### src/sv/htti_pkg.sv
// Shared constants, types and the compensation table for the humidity and
// temperature table interpolator. No dependencies.
package htti_pkg;

  // Field widths of the stream words.
  localparam int HUM_W = 10;
  localparam int TMP_W = 10;
  localparam int FAC_W = 8;

  // Internal widths.
  localparam int ROW_W   = 3;   // table row index, five rows
  localparam int COL_W   = 2;   // table column index, three columns
  localparam int DIFF_W  = 5;   // neighbor column difference, at most 30
  localparam int HMAG_W  = 15;  // |humidity offset| times column difference
  localparam int Y_W     = 10;  // signed row value after humidity step
  localparam int DT_W    = 8;   // signed temperature offset in its segment
  localparam int TMAG_W  = 17;  // |temperature offset| times |row difference|
  localparam int HQ_W    = 8;   // quotient of the humidity step
  localparam int TQ_W    = 11;  // quotient of the temperature step

  // Division by a constant span is a multiply by a rounded-up reciprocal.
  // With this shift the quotient is exact for every dividend below 2**16.
  localparam int DIV_SHIFT = 24;
  localparam int RECIP_W   = 18;

  localparam int HUM_SPAN_LO = 250;
  localparam int HUM_SPAN_HI = 200;
  localparam int TMP_SPAN    = 100;

  localparam logic [RECIP_W-1:0] RECIP_HLO =
    RECIP_W'(((1 << DIV_SHIFT) + HUM_SPAN_LO - 1) / HUM_SPAN_LO);
  localparam logic [RECIP_W-1:0] RECIP_HHI =
    RECIP_W'(((1 << DIV_SHIFT) + HUM_SPAN_HI - 1) / HUM_SPAN_HI);
  localparam logic [RECIP_W-1:0] RECIP_T =
    RECIP_W'(((1 << DIV_SHIFT) + TMP_SPAN - 1) / TMP_SPAN);

  // Humidity columns and temperature rows of the table.
  localparam logic [HUM_W-1:0] HUM_PTS [3] = '{10'd400, 10'd650, 10'd850};
  localparam logic [TMP_W-1:0] TMP_PTS [5] =
    '{10'd100, 10'd200, 10'd300, 10'd400, 10'd500};

  // Result when the temperature lies above the last row.
  localparam logic [FAC_W-1:0] FAC_HOT = 8'd1;

  // Resistance factor table, rows by temperature, columns by humidity.
  localparam logic [FAC_W-1:0] FAC_TAB [5][3] = '{
    '{8'd161, 8'd142, 8'd125},
    '{8'd130, 8'd100, 8'd93},
    '{8'd99,  8'd80,  8'd70},
    '{8'd78,  8'd61,  8'd54},
    '{8'd63,  8'd48,  8'd43}
  };

  // Word handed from the humidity stages to the temperature stages.
  typedef struct packed {
    logic                   hot;
    logic signed [Y_W-1:0]  y_lo;
    logic signed [Y_W-1:0]  y_hi;
    logic signed [DT_W-1:0] dt;
  } hrow_t;

endpackage

### src/sv/humidity_temperature_table_interp_top.sv
// Humidity and temperature compensation factor by bilinear table lookup.
// Depends on htti_pkg, htti_hstage and htti_tstage.
//
// Usage: present a word of humidity (tenths of a percent) and temperature
// (tenths of a degree) on the in_ channel; each word gives exactly one
// resistance factor word on the out_ channel, in order. Both channels use
// valid and ready. There are no configuration registers.
// Pipeline: four register stages: table selection, humidity divide,
// temperature product, and temperature divide with the output register.
// Throughput: one word per cycle while out_ready is high; every stage
// register holds one word.
// Stall: when a result waits with out_ready low, the whole pipeline holds
// and in_ready drops; nothing is lost or repeated. in_ready is high
// whenever the output register is empty or being taken.
// Reset: synchronous, active low; all valid bits clear, so the block
// comes up empty and ready.
module humidity_temperature_table_interp_top (
  input  logic                        clk,
  input  logic                        rst_n,
  input  logic                        in_valid,
  output logic                        in_ready,
  input  logic [htti_pkg::HUM_W-1:0]  in_humidity,
  input  logic [htti_pkg::TMP_W-1:0]  in_temperature,
  output logic                        out_valid,
  input  logic                        out_ready,
  output logic [htti_pkg::FAC_W-1:0]  out_resistance_factor
);

  logic            en;
  logic            row_valid;
  htti_pkg::hrow_t row_word;

  // The pipeline advances whenever the output register is free.
  assign en       = !out_valid || out_ready;
  assign in_ready = en;

  htti_hstage u_hstage (
    .clk         (clk),
    .rst_n       (rst_n),
    .en          (en),
    .in_valid    (in_valid),
    .humidity    (in_humidity),
    .temperature (in_temperature),
    .row_valid   (row_valid),
    .row_word    (row_word)
  );

  htti_tstage u_tstage (
    .clk        (clk),
    .rst_n      (rst_n),
    .en         (en),
    .row_valid  (row_valid),
    .row_word   (row_word),
    .res_valid  (out_valid),
    .res_factor (out_resistance_factor)
  );

endmodule

### src/sv/htti_hstage.sv
// Humidity stages: table selection with the offset products, then the
// reciprocal divide that yields both row values. Depends on htti_pkg.
module htti_hstage (
  input  logic                        clk,
  input  logic                        rst_n,
  input  logic                        en,
  input  logic                        in_valid,
  input  logic [htti_pkg::HUM_W-1:0]  humidity,
  input  logic [htti_pkg::TMP_W-1:0]  temperature,
  output logic                        row_valid,
  output htti_pkg::hrow_t             row_word
);

  // Stage A combinational signals.
  logic                               col_hi;
  logic                               hot;
  logic [htti_pkg::ROW_W-1:0]         r_lo;
  logic [htti_pkg::ROW_W-1:0]         r_hi;
  logic [htti_pkg::COL_W-1:0]         c_lo;
  logic [htti_pkg::COL_W-1:0]         c_hi;
  logic [htti_pkg::FAC_W-1:0]         b_lo;
  logic [htti_pkg::FAC_W-1:0]         b_hi;
  logic [htti_pkg::FAC_W-1:0]         a_lo;
  logic [htti_pkg::FAC_W-1:0]         a_hi;
  logic [htti_pkg::DIFF_W-1:0]        d_lo;
  logic [htti_pkg::DIFF_W-1:0]        d_hi;
  logic [htti_pkg::HUM_W-1:0]         h0;
  logic [htti_pkg::TMP_W-1:0]         t0;
  logic signed [htti_pkg::HUM_W:0]    dh;
  logic [htti_pkg::HUM_W-1:0]         dh_mag;
  logic signed [htti_pkg::TMP_W:0]    dt_full;

  // Stage A registers.
  logic                               a_v_r;
  logic                               a_hot_r;
  logic                               a_col_hi_r;
  logic                               a_neg_r;
  logic [htti_pkg::FAC_W-1:0]         a_lo_r;
  logic [htti_pkg::FAC_W-1:0]         a_hi_r;
  logic [htti_pkg::HMAG_W-1:0]        a_pm_lo_r;
  logic [htti_pkg::HMAG_W-1:0]        a_pm_hi_r;
  logic signed [htti_pkg::DT_W-1:0]   a_dt_r;

  // Stage B combinational signals.
  logic [htti_pkg::RECIP_W-1:0]       recip;
  logic [htti_pkg::HMAG_W+htti_pkg::RECIP_W-1:0] prod_lo;
  logic [htti_pkg::HMAG_W+htti_pkg::RECIP_W-1:0] prod_hi;
  logic [htti_pkg::HQ_W-1:0]          q_lo;
  logic [htti_pkg::HQ_W-1:0]          q_hi;
  htti_pkg::hrow_t                    b_nxt;

  // Stage B registers.
  logic                               b_v_r;
  htti_pkg::hrow_t                    b_word_r;

  // Pick the column pair and the temperature segment, then form the
  // magnitude of the humidity offset times each row's column difference.
  always_comb begin
    col_hi = (humidity > htti_pkg::HUM_PTS[1]);
    hot    = 1'b0;
    if (temperature <= htti_pkg::TMP_PTS[1]) begin
      r_lo = 3'd0;
    end else if (temperature <= htti_pkg::TMP_PTS[2]) begin
      r_lo = 3'd1;
    end else if (temperature <= htti_pkg::TMP_PTS[3]) begin
      r_lo = 3'd2;
    end else if (temperature <= htti_pkg::TMP_PTS[4]) begin
      r_lo = 3'd3;
    end else begin
      r_lo = 3'd0;
      hot  = 1'b1;
    end
    r_hi = r_lo + 3'd1;
    c_lo = col_hi ? 2'd1 : 2'd0;
    c_hi = col_hi ? 2'd2 : 2'd1;

    a_lo = htti_pkg::FAC_TAB[r_lo][c_lo];
    b_lo = htti_pkg::FAC_TAB[r_lo][c_hi];
    a_hi = htti_pkg::FAC_TAB[r_hi][c_lo];
    b_hi = htti_pkg::FAC_TAB[r_hi][c_hi];
    d_lo = htti_pkg::DIFF_W'(a_lo - b_lo);
    d_hi = htti_pkg::DIFF_W'(a_hi - b_hi);

    h0     = col_hi ? htti_pkg::HUM_PTS[1] : htti_pkg::HUM_PTS[0];
    dh     = $signed({1'b0, humidity}) - $signed({1'b0, h0});
    dh_mag = dh[htti_pkg::HUM_W] ? htti_pkg::HUM_W'(-dh) : htti_pkg::HUM_W'(dh);

    t0      = htti_pkg::TMP_PTS[r_lo];
    dt_full = $signed({1'b0, temperature}) - $signed({1'b0, t0});
  end

  // Stage A register.
  always_ff @(posedge clk) begin
    if (!rst_n) begin
      a_v_r <= 1'b0;
    end else if (en) begin
      a_v_r <= in_valid;
    end
    if (en) begin
      a_hot_r    <= hot;
      a_col_hi_r <= col_hi;
      a_neg_r    <= dh[htti_pkg::HUM_W];
      a_lo_r     <= a_lo;
      a_hi_r     <= a_hi;
      a_pm_lo_r  <= htti_pkg::HMAG_W'(dh_mag) * htti_pkg::HMAG_W'(d_lo);
      a_pm_hi_r  <= htti_pkg::HMAG_W'(dh_mag) * htti_pkg::HMAG_W'(d_hi);
      a_dt_r     <= htti_pkg::DT_W'(dt_full);
    end
  end

  // Divide by the column span through the exact reciprocal, then apply the
  // offset's sign: the quotient truncates toward zero.
  always_comb begin
    recip   = a_col_hi_r ? htti_pkg::RECIP_HHI : htti_pkg::RECIP_HLO;
    prod_lo = (htti_pkg::HMAG_W + htti_pkg::RECIP_W)'(a_pm_lo_r) *
              (htti_pkg::HMAG_W + htti_pkg::RECIP_W)'(recip);
    prod_hi = (htti_pkg::HMAG_W + htti_pkg::RECIP_W)'(a_pm_hi_r) *
              (htti_pkg::HMAG_W + htti_pkg::RECIP_W)'(recip);
    q_lo    = prod_lo[htti_pkg::DIV_SHIFT +: htti_pkg::HQ_W];
    q_hi    = prod_hi[htti_pkg::DIV_SHIFT +: htti_pkg::HQ_W];

    b_nxt.hot = a_hot_r;
    b_nxt.dt  = a_dt_r;
    if (a_neg_r) begin
      b_nxt.y_lo = $signed({2'b00, a_lo_r}) + $signed({2'b00, q_lo});
      b_nxt.y_hi = $signed({2'b00, a_hi_r}) + $signed({2'b00, q_hi});
    end else begin
      b_nxt.y_lo = $signed({2'b00, a_lo_r}) - $signed({2'b00, q_lo});
      b_nxt.y_hi = $signed({2'b00, a_hi_r}) - $signed({2'b00, q_hi});
    end
  end

  // Stage B register.
  always_ff @(posedge clk) begin
    if (!rst_n) begin
      b_v_r <= 1'b0;
    end else if (en) begin
      b_v_r <= a_v_r;
    end
    if (en) begin
      b_word_r <= b_nxt;
    end
  end

  assign row_valid = b_v_r;
  assign row_word  = b_word_r;

endmodule

### src/sv/htti_tstage.sv
// Temperature stages: offset product between the two row values, then the
// reciprocal divide and the output register. Depends on htti_pkg.
module htti_tstage (
  input  logic                        clk,
  input  logic                        rst_n,
  input  logic                        en,
  input  logic                        row_valid,
  input  htti_pkg::hrow_t             row_word,
  output logic                        res_valid,
  output logic [htti_pkg::FAC_W-1:0]  res_factor
);

  // Stage C combinational signals.
  logic signed [htti_pkg::Y_W:0]      dy;
  logic [htti_pkg::Y_W-1:0]           dy_mag;
  logic [htti_pkg::DT_W-2:0]          dt_mag;

  // Stage C registers.
  logic                               c_v_r;
  logic                               c_hot_r;
  logic                               c_neg_r;
  logic signed [htti_pkg::Y_W-1:0]    c_y_r;
  logic [htti_pkg::TMAG_W-1:0]        c_pm_r;

  // Stage D combinational signals.
  logic [htti_pkg::TMAG_W+htti_pkg::RECIP_W-1:0] prod;
  logic [htti_pkg::TQ_W-1:0]          q;
  logic [htti_pkg::TQ_W:0]            res;
  logic [htti_pkg::FAC_W-1:0]         fac_nxt;

  // Output registers.
  logic                               out_v_r;
  logic [htti_pkg::FAC_W-1:0]         out_fac_r;

  // Magnitudes of the temperature offset and of the row difference.
  always_comb begin
    dy     = $signed({row_word.y_lo[htti_pkg::Y_W-1], row_word.y_lo}) -
             $signed({row_word.y_hi[htti_pkg::Y_W-1], row_word.y_hi});
    dy_mag = dy[htti_pkg::Y_W] ? htti_pkg::Y_W'(-dy) : htti_pkg::Y_W'(dy);
    dt_mag = row_word.dt[htti_pkg::DT_W-1] ? (htti_pkg::DT_W-1)'(-row_word.dt)
                                           : (htti_pkg::DT_W-1)'(row_word.dt);
  end

  // Stage C register.
  always_ff @(posedge clk) begin
    if (!rst_n) begin
      c_v_r <= 1'b0;
    end else if (en) begin
      c_v_r <= row_valid;
    end
    if (en) begin
      c_hot_r <= row_word.hot;
      c_neg_r <= row_word.dt[htti_pkg::DT_W-1] ^ dy[htti_pkg::Y_W];
      c_y_r   <= row_word.y_lo;
      c_pm_r  <= htti_pkg::TMAG_W'(dt_mag) * htti_pkg::TMAG_W'(dy_mag);
    end
  end

  // Divide by the segment span and step from the lower row value; only the
  // low byte of the result is kept.
  always_comb begin
    prod = (htti_pkg::TMAG_W + htti_pkg::RECIP_W)'(c_pm_r) *
           (htti_pkg::TMAG_W + htti_pkg::RECIP_W)'(htti_pkg::RECIP_T);
    q    = prod[htti_pkg::DIV_SHIFT +: htti_pkg::TQ_W];
    if (c_neg_r) begin
      res = (htti_pkg::TQ_W + 1)'(c_y_r) + {1'b0, q};
    end else begin
      res = (htti_pkg::TQ_W + 1)'(c_y_r) - {1'b0, q};
    end
    fac_nxt = c_hot_r ? htti_pkg::FAC_HOT : res[htti_pkg::FAC_W-1:0];
  end

  // Output register.
  always_ff @(posedge clk) begin
    if (!rst_n) begin
      out_v_r <= 1'b0;
    end else if (en) begin
      out_v_r <= c_v_r;
    end
    if (en) begin
      out_fac_r <= fac_nxt;
    end
  end

  assign res_valid  = out_v_r;
  assign res_factor = out_fac_r;

endmodule
### config.mk
export PLATFORM = sky130hd
export DESIGN_NAME = humidity_temperature_table_interp_top
export DESIGN_NICKNAME = d
export VERILOG_FILES = /design/src/sv/htti_pkg.sv /design/src/sv/humidity_temperature_table_interp_top.sv /design/src/sv/htti_hstage.sv /design/src/sv/htti_tstage.sv
export SDC_FILE = /design/constraint.sdc
export NUM_CORES = 1
export LEC_CHECK = 0
export BUFFER_PORTS_ARGS = -buffer_cell sky130_fd_sc_hd__buf_2
export CORE_MARGIN = 2
export CORE_UTILIZATION = 25
export CTS_CLUSTER_DIAMETER = 150
export DETAILED_ROUTE_END_ITERATION = 8
export PLACE_DENSITY = 0.38
export SYNTH_ARGS = -nofsm -noshare
export SYNTH_HDL_FRONTEND = slang
export SYNTH_SLANG_ARGS = --single-unit
### constraint.sdc
create_clock -name clk -period 7.5 [get_ports clk]
set_input_delay 0.375 -clock clk [delete_from_list [all_inputs] [get_ports clk]]
set_output_delay 0.375 -clock clk [all_outputs]
set_load 0.1 [all_outputs]
== Word-level counts from Yosys, hierarchy flattened ==
Memories as Yosys holds them, arrays and structs flattened.
Index checks and enable logic that the tools add are counted.
Widths: inputs -> output; s select.

* Muxes and demuxes: 32
* Bitwise operators: 5
* Add/sub/neg operators: 15
* $mul: 6
* Reductions and logical operators: 3
* $lt $le $gt $ge: 9

{| class="wikitable"
|+ Operator list
! operator !! number
|-
| $mux 24 || 4
|-
| $bmux 8 s2 || 4
|-
| $mul 15x18->32 || 2
|-
| $mux 8 || 7
|-
| $mul 17x18->32 const B || 1
|-
| $le 10x9->1 const B || 3
|-
| $mul 10x5->15 || 2
|-
| $mux 10 || 3
|-
| $sub 10x10->11 || 2
|-
| $mux 20 || 1
|-
| $mux 5 || 4
|-
| $neg 10->10 || 2
|-
| $add 8x8->9 || 2
|-
| $sub 8x8->9 || 2
|-
| $mul 7x10->17 || 1
|-
| $sub 8x8->8 || 2
|-
| $mux 15 || 1
|-
| $gt 10x10->1 const B || 1
|-
| $le 10x8->1 const B || 1
|-
| $sub 5x5->5 || 2
|-
| $mux 3 || 3
|-
| $add 8x8->8 || 1
|-
| $ge 4x4->1 const B || 2
|-
| $not 3->4 || 2
|-
| 11 further kinds || 15
|}

* Output and inout port bits: 10
* Word-level logic and storage cells: 94
* Memories kept: 3
* Memory bits (read-only): 464
* Flip-flop bits (word level): 125

{| class="wikitable"
|+ Memories
! memory !! depth !! bits a word !! rd ports !! clocked after Yosys merged registers in !! write ports !! RTL line !! text
|-
| (name not given) || 8 || 24 || 1 || 0 || 0 || htti_hstage.sv:79 || <nowiki>a_hi = htti_pkg::FAC_TAB[r_hi][c_lo];</nowiki>
|-
| (name not given) || 8 || 24 || 1 || 0 || 0 || htti_hstage.sv:77 || <nowiki>a_lo = htti_pkg::FAC_TAB[r_lo][c_lo];</nowiki>
|-
| (name not given) || 8 || 10 || 1 || 0 || 0 || htti_hstage.sv:88 || <nowiki>t0 = htti_pkg::TMP_PTS[r_lo];</nowiki>
|}

== Depth between registers and ports, before layout ==
* Word-level depth: 15
* Depth in mapped cells: 37
* Mapped depth without buffers: 35

== By module ==
Synthesis repeated with hierarchy kept, for this count alone.

* Cell total of the unflattened synthesis: 2805
* Area total of the unflattened synthesis: 27878.0 um^2

{| class="wikitable"
|+ By module, submodules not included
! module !! instances !! seq. area each (um^2) !! cells an instance !! area each (um^2)
|-
| htti_hstage || 1 || 2622.5 || 1855 || 18471.5
|-
| htti_tstage || 1 || 1091.0 || 949 || 9400.3
|-
| humidity_temperature_table_interp_top || 1 || 0.0 || 1 || 6.3
|}

== Least setup slack after synthesis ==
No wires, ideal clock.

* Path type: input -> register
* Start point: input in_temperature[2] (netlist bit)
* End point: register u_hstage.a_pm_lo_r[14] (netlist bit) (data pin)
* Stages on the path: 32
* Data arrival time: 7.296 ns
* Setup slack: -0.062 ns
* Path buffers: 0
* Cell sequence: inv_2 > or4_1 > a41o_1 > nor2_1 > o32ai_2 > inv_2 > ha_1 > nor2_1 > or2_2 > ha_1 > fa_1 > inv_1 > a21o_1 > a21oi_1 > xnor2_1 > xnor2_1 > nand2b_1 > fa_1 > fa_1 > fa_1 > inv_1 > ha_1 > a21o_1 > a21oi_1 > o21bai_1 > a21oi_1 > o21bai_1 > a21oi_1 > o21bai_1 > a2111oi_0 > nor3_1 > xor2_1

* Longest elaborated chain between the ends: 14

{| class="wikitable"
|+ Ends and longest elaborated chain
! item !! RTL line !! text
|-
| start: declaration || humidity_temperature_table_interp_top.sv:23 || <nowiki>input logic [htti_pkg::TMP_W-1:0] in_temperature,</nowiki>
|-
| $le 10x9->1 || htti_hstage.sv:67 || <nowiki>end else if (temperature <= htti_pkg::TMP_PTS[4]) begin</nowiki>
|-
| $mux 2 || htti_hstage.sv:67 ||
|-
| $mux 3 || htti_hstage.sv:65 || <nowiki>end else if (temperature <= htti_pkg::TMP_PTS[3]) begin</nowiki>
|-
| $mux 3 || htti_hstage.sv:63 || <nowiki>end else if (temperature <= htti_pkg::TMP_PTS[2]) begin</nowiki>
|-
| $mux 3 * || htti_hstage.sv:61 || <nowiki>if (temperature <= htti_pkg::TMP_PTS[1]) begin</nowiki>
|-
| $not 3->4 (implied by the code) * || htti_hstage.sv:77, htti_hstage.sv:78 ||
|-
| $mem_v2 8x24 * || n/a ||
|-
| $mux 24 (implied by the code) * (2 in series) || htti_hstage.sv:77 ||
|-
| $bmux 8 s2, on equally long branches || htti_hstage.sv:77, htti_hstage.sv:78 ||
|-
| $mux 8 (implied by the code) / $mux 5 (equally long branches) (2 in series) || htti_hstage.sv:77, htti_hstage.sv:78 ||
|-
| $sub 5x5->5 * || htti_hstage.sv:81 || <nowiki>d_lo = htti_pkg::DIFF_W'(a_lo - b_lo);</nowiki>
|-
| $mul 10x5->15 * || htti_hstage.sv:105 || <nowiki>a_pm_lo_r <= htti_pkg::HMAG_W'(dh_mag) * htti_pkg::HMAG_W'(d_lo);</nowiki>
|-
| end signal: assignment || htti_hstage.sv:105 ||
|-
| end: declaration || htti_hstage.sv:40 || <nowiki>logic [htti_pkg::HMAG_W-1:0] a_pm_lo_r;</nowiki>
|}

Every way passes the cells marked *; elsewhere a longest branch is shown, timed or not. The select of a mux whose other input is x is not followed.
A chain may end at the register's enable or synchronous reset.

== Worst setup path in the final report ==
* Start point: register u_tstage.c_pm_r[11] (netlist bit)
* End point: register u_tstage.out_fac_r (netlist bit u_tstage.res_factor[7]) (data pin)

* Longest elaborated chain between the ends: 3

{| class="wikitable"
|+ Ends and longest elaborated chain
! item !! RTL line !! text
|-
| start: declaration || htti_tstage.sv:23 || <nowiki>logic [htti_pkg::TMAG_W-1:0] c_pm_r;</nowiki>
|-
| start signal: assignment || htti_tstage.sv:55 || <nowiki>c_pm_r <= htti_pkg::TMAG_W'(dt_mag) * htti_pkg::TMAG_W'(dy_mag);</nowiki>
|-
| $mul 17x18->32 * || htti_tstage.sv:62 || <nowiki>prod = (htti_pkg::TMAG_W + htti_pkg::RECIP_W)'(c_pm_r) *</nowiki>
|-
| $sub 8x8->8 / $add 8x8->8 (equally long branches) || htti_tstage.sv:68, htti_tstage.sv:66 ||
|-
| $mux 8 * || htti_tstage.sv:65 || <nowiki>if (c_neg_r) begin</nowiki>
|-
| end signal: assignment || htti_tstage.sv:81 || <nowiki>out_fac_r <= fac_nxt;</nowiki>
|-
| end: declaration || htti_tstage.sv:33 || <nowiki>logic [htti_pkg::FAC_W-1:0] out_fac_r;</nowiki>
|}

Every way passes the cells marked *; elsewhere a longest branch is shown, timed or not.

==> key figures <==
Logic synthesis
  – Netlist cell types: 75
  – Asr flop ratio synth: 0%
  – Synthesized instance count: 2727
  – Synth top area cells: fa_1, ha_1, edfxtp_1
  – Top FF cell, synth: edfxtp_1
  – Yosys warns: 0
  – Register area share after synthesis: 13.6%
  – Post-synth top cells: inv_1, ha_1, fa_1
  – Yosys top cell area share: 30.0%
  – Post-synth EDFFs: 121
  – Synth Area per Inst: 9.99 sq um
  – Largest area contributor in the netlist: fa_1
  – Cell Area, Synth: 27200 sq um
  – Cell with the most instances after synthesis: inv_1
  – Seq cells post-synth: 125
  – Syn nets: 3725

Place
  – Dpl ws: -0.276 ns
  – Routability cong.: 0.796
  – DP Area: 31200 sq um
  – Half-perimeter wire length after placement: 58800 um
  – IO Port Bufs: 33

Detailed routing
  – Drt wl/cell: 14.9 um
  – Routed Antenna Nets: 0
  – DR vias/cell: 4.07
  – Final Routed Wirelength: 67300 um
  – DRC errors left: 0
  – Pre-antenna DRT Iters: 4
  – DR iter-0 viols: 463
  – Vias: 18300

CTS
  – Clk_lat worst skew: 0.47 ns
  – Clk sinks: 125
  – Max clock buf depth: 2
  – Clk slew on worst S/H paths: 0.07 ns
  – CTS tree: done
  – TritonCTS buffer count: 17
  – Htree depth: 4
  – Root Driver: clkbuf_16

Final layout
  – Area Overhead vs Synth: 20.6%
  – # diodes: 0
  – Ratio of cells with drive above 1 in the final layout: 19.1%
  – Finished Cell Area: 32900 sq um
  – Post-layout util: 30.3%
  – Nets: 4075

Timing
  – Period utilization: 99.8%
  – Final setup vio count: 0
  – Maximum clock rate: 134 MHz
  – Min Clock Period, post-route: 7.48 ns
  – Post-Route Skew: 0.0107 ns
  – Unrepaired setup endpoints after global routing: yes
  – Hold Vio Cnt, Final: 0
  – Worst Tran Pin Value: 0.931 ns
  – Relative slew slack: 37.5%
  – Max Slew Vio Count: 0
  – Worst setup margin: 0.0157 ns

Global route
  – Antenna violations before repair: 1
  – Vias in the first global route: 20300
  – Gr usage total: 12.7%
  – First-pass GRT wire length: 112000 um
  – Largest net degree at the start of global routing: 62
  – Congestion Overflow GR: 0

Critical path
  – Critical Path Fanout Max: 4
  – Crit path max-delay cell type: fa_1
  – Crit path buf inv count: 6
  – Crit path kind: reg2reg
  – Crit start category: flip-flop
  – Delay-heaviest family, CP: adder cells
  – CP peak stage delay: 0.57 ns
  – Top cell by count, worst path: fa_1
  – Critical path endpoint category: flip-flop
  – Required time worst endpoint: 7.84 ns
  – Critical path arrival: 7.83 ns

Die
  – Row cnt: 121
  – Total die area: 112000 sq um
  – Die Y: 334 um
  – Total core area: 109000 sq um
  – Num ports: 34
  – Starting Density: 25.1%
  – Die width: 334 um

Run status
  – Outcome: finished clean

Run
  – Max_cap viols: 0

Min path
  – Hold Crit Class: in2reg
==> per-layer routing <==
layer | share of wire, % | GRT usage, % | vias to the layer above
met5 | 0 | 0 | -
met4 | 1.2 | 2.29 | 0
met3 | 1.6 | 1.61 | 37
met2 | 47 | 21.0 | 101
met1 | 51 | 18.0 | 8839
li1 | - | - | 9361
==> cell families (layout without fill, tap and decap cells) <==
logic type,count (synthesis),after routing,share of synthesized area (%)
AOI/OAI and AO/OA,297,297,7.27
xor gates and xnor gates,144,144,4.63
DFF,125,125,13.6
muxes,8,8,0.303
and+or+nand+nor,459,459,8.26
buffers and inverters,720,1083,9.92
adders and majority gates,974,974,56.0
==> stage by stage <==
step                      std cells  TNS [ns]  hold slack [ns]
final                          4504         0            0.157
after floorplan                2727         0            0.400
after global placement         4435     -1.79            0.407
after CTS                      4494         0           0.0995
after global routing           4504     -3.25            0.123
after detailed placement       4435     -2.29            0.418
==> state kept, by name, summed over array words and instances, names as in the netlist, 8 cells and up <==
signal,flops
u_hstage.row_word,29
u_hstage.a_hi_r,8
u_tstage.c_y_r,8
u_tstage.c_pm_r,17
u_hstage.a_dt_r,8
u_hstage.a_lo_r,8
u_tstage.res_factor,8
u_hstage.a_pm_lo_r,15
u_hstage.a_pm_hi_r,15
==> worst paths after layout <==
check / from / to / slack [ns] / cells after the start
max: u_tstage.c_pm_r[11] / u_tstage.res_factor[7] / 0.02 / 33
min: in_temperature[1] / u_hstage.a_dt_r[1] / 0.16 / 1
max reg2reg: u_tstage.c_pm_r[11] / u_tstage.res_factor[7] / 0.02 / 33
min reg2reg: u_hstage.a_dt_r[7] / u_hstage.row_word[7] / 0.43 / 0
==> final cells by class <==
type                            instances  area (sq um)
Fill cell                           11400         75700
Multi-Input combinational cell       1882         21600
Sequential cell                       125          3710
Inverter                              698          2620
Timing Repair Buffer                  353          2610
Tap cell                             1414          1770
Clock buffer                           17           425
Clock inverter                         15           161
==> repair_timing <==
action	in CTS	in global routing
hold buffers	0	0
pin swaps	82	102
resized for setup	90	95
buffers inserted	28	12
gates cloned	0	0
endpoints found under the setup margin	12	22
==> placed cells by master (no fill, tap or decap), types with 6 or more instances in the layout <==
cell	instances
a21o_1	49
a21oi_1	71
a21oi_2	23
and2_1	20
and2_4	11
and3_1	9
buf_2	33
buf_4	311
buf_6	7
clkbuf_16	17
edfxtp_1	121
fa_1	389
fa_2	20
ha_1	537
ha_2	7
ha_4	21
inv_1	669
inv_2	27
mux2i_1	6
nand2_1	87
nand2_2	7
nand2b_1	24
nand3_1	7
nor2_1	152
nor2b_1	30
nor3_1	30
o211ai_1	7
o21a_1	9
o21ai_0	26
o21ai_1	14
o21bai_1	28
or2_2	31
or3_1	9
xnor2_1	94
xnor2_2	9
xor2_1	37
Power is left out: the tool's default activity adds up to more than one toggle a clock period on the data nets, which glitch-free logic cannot reach.
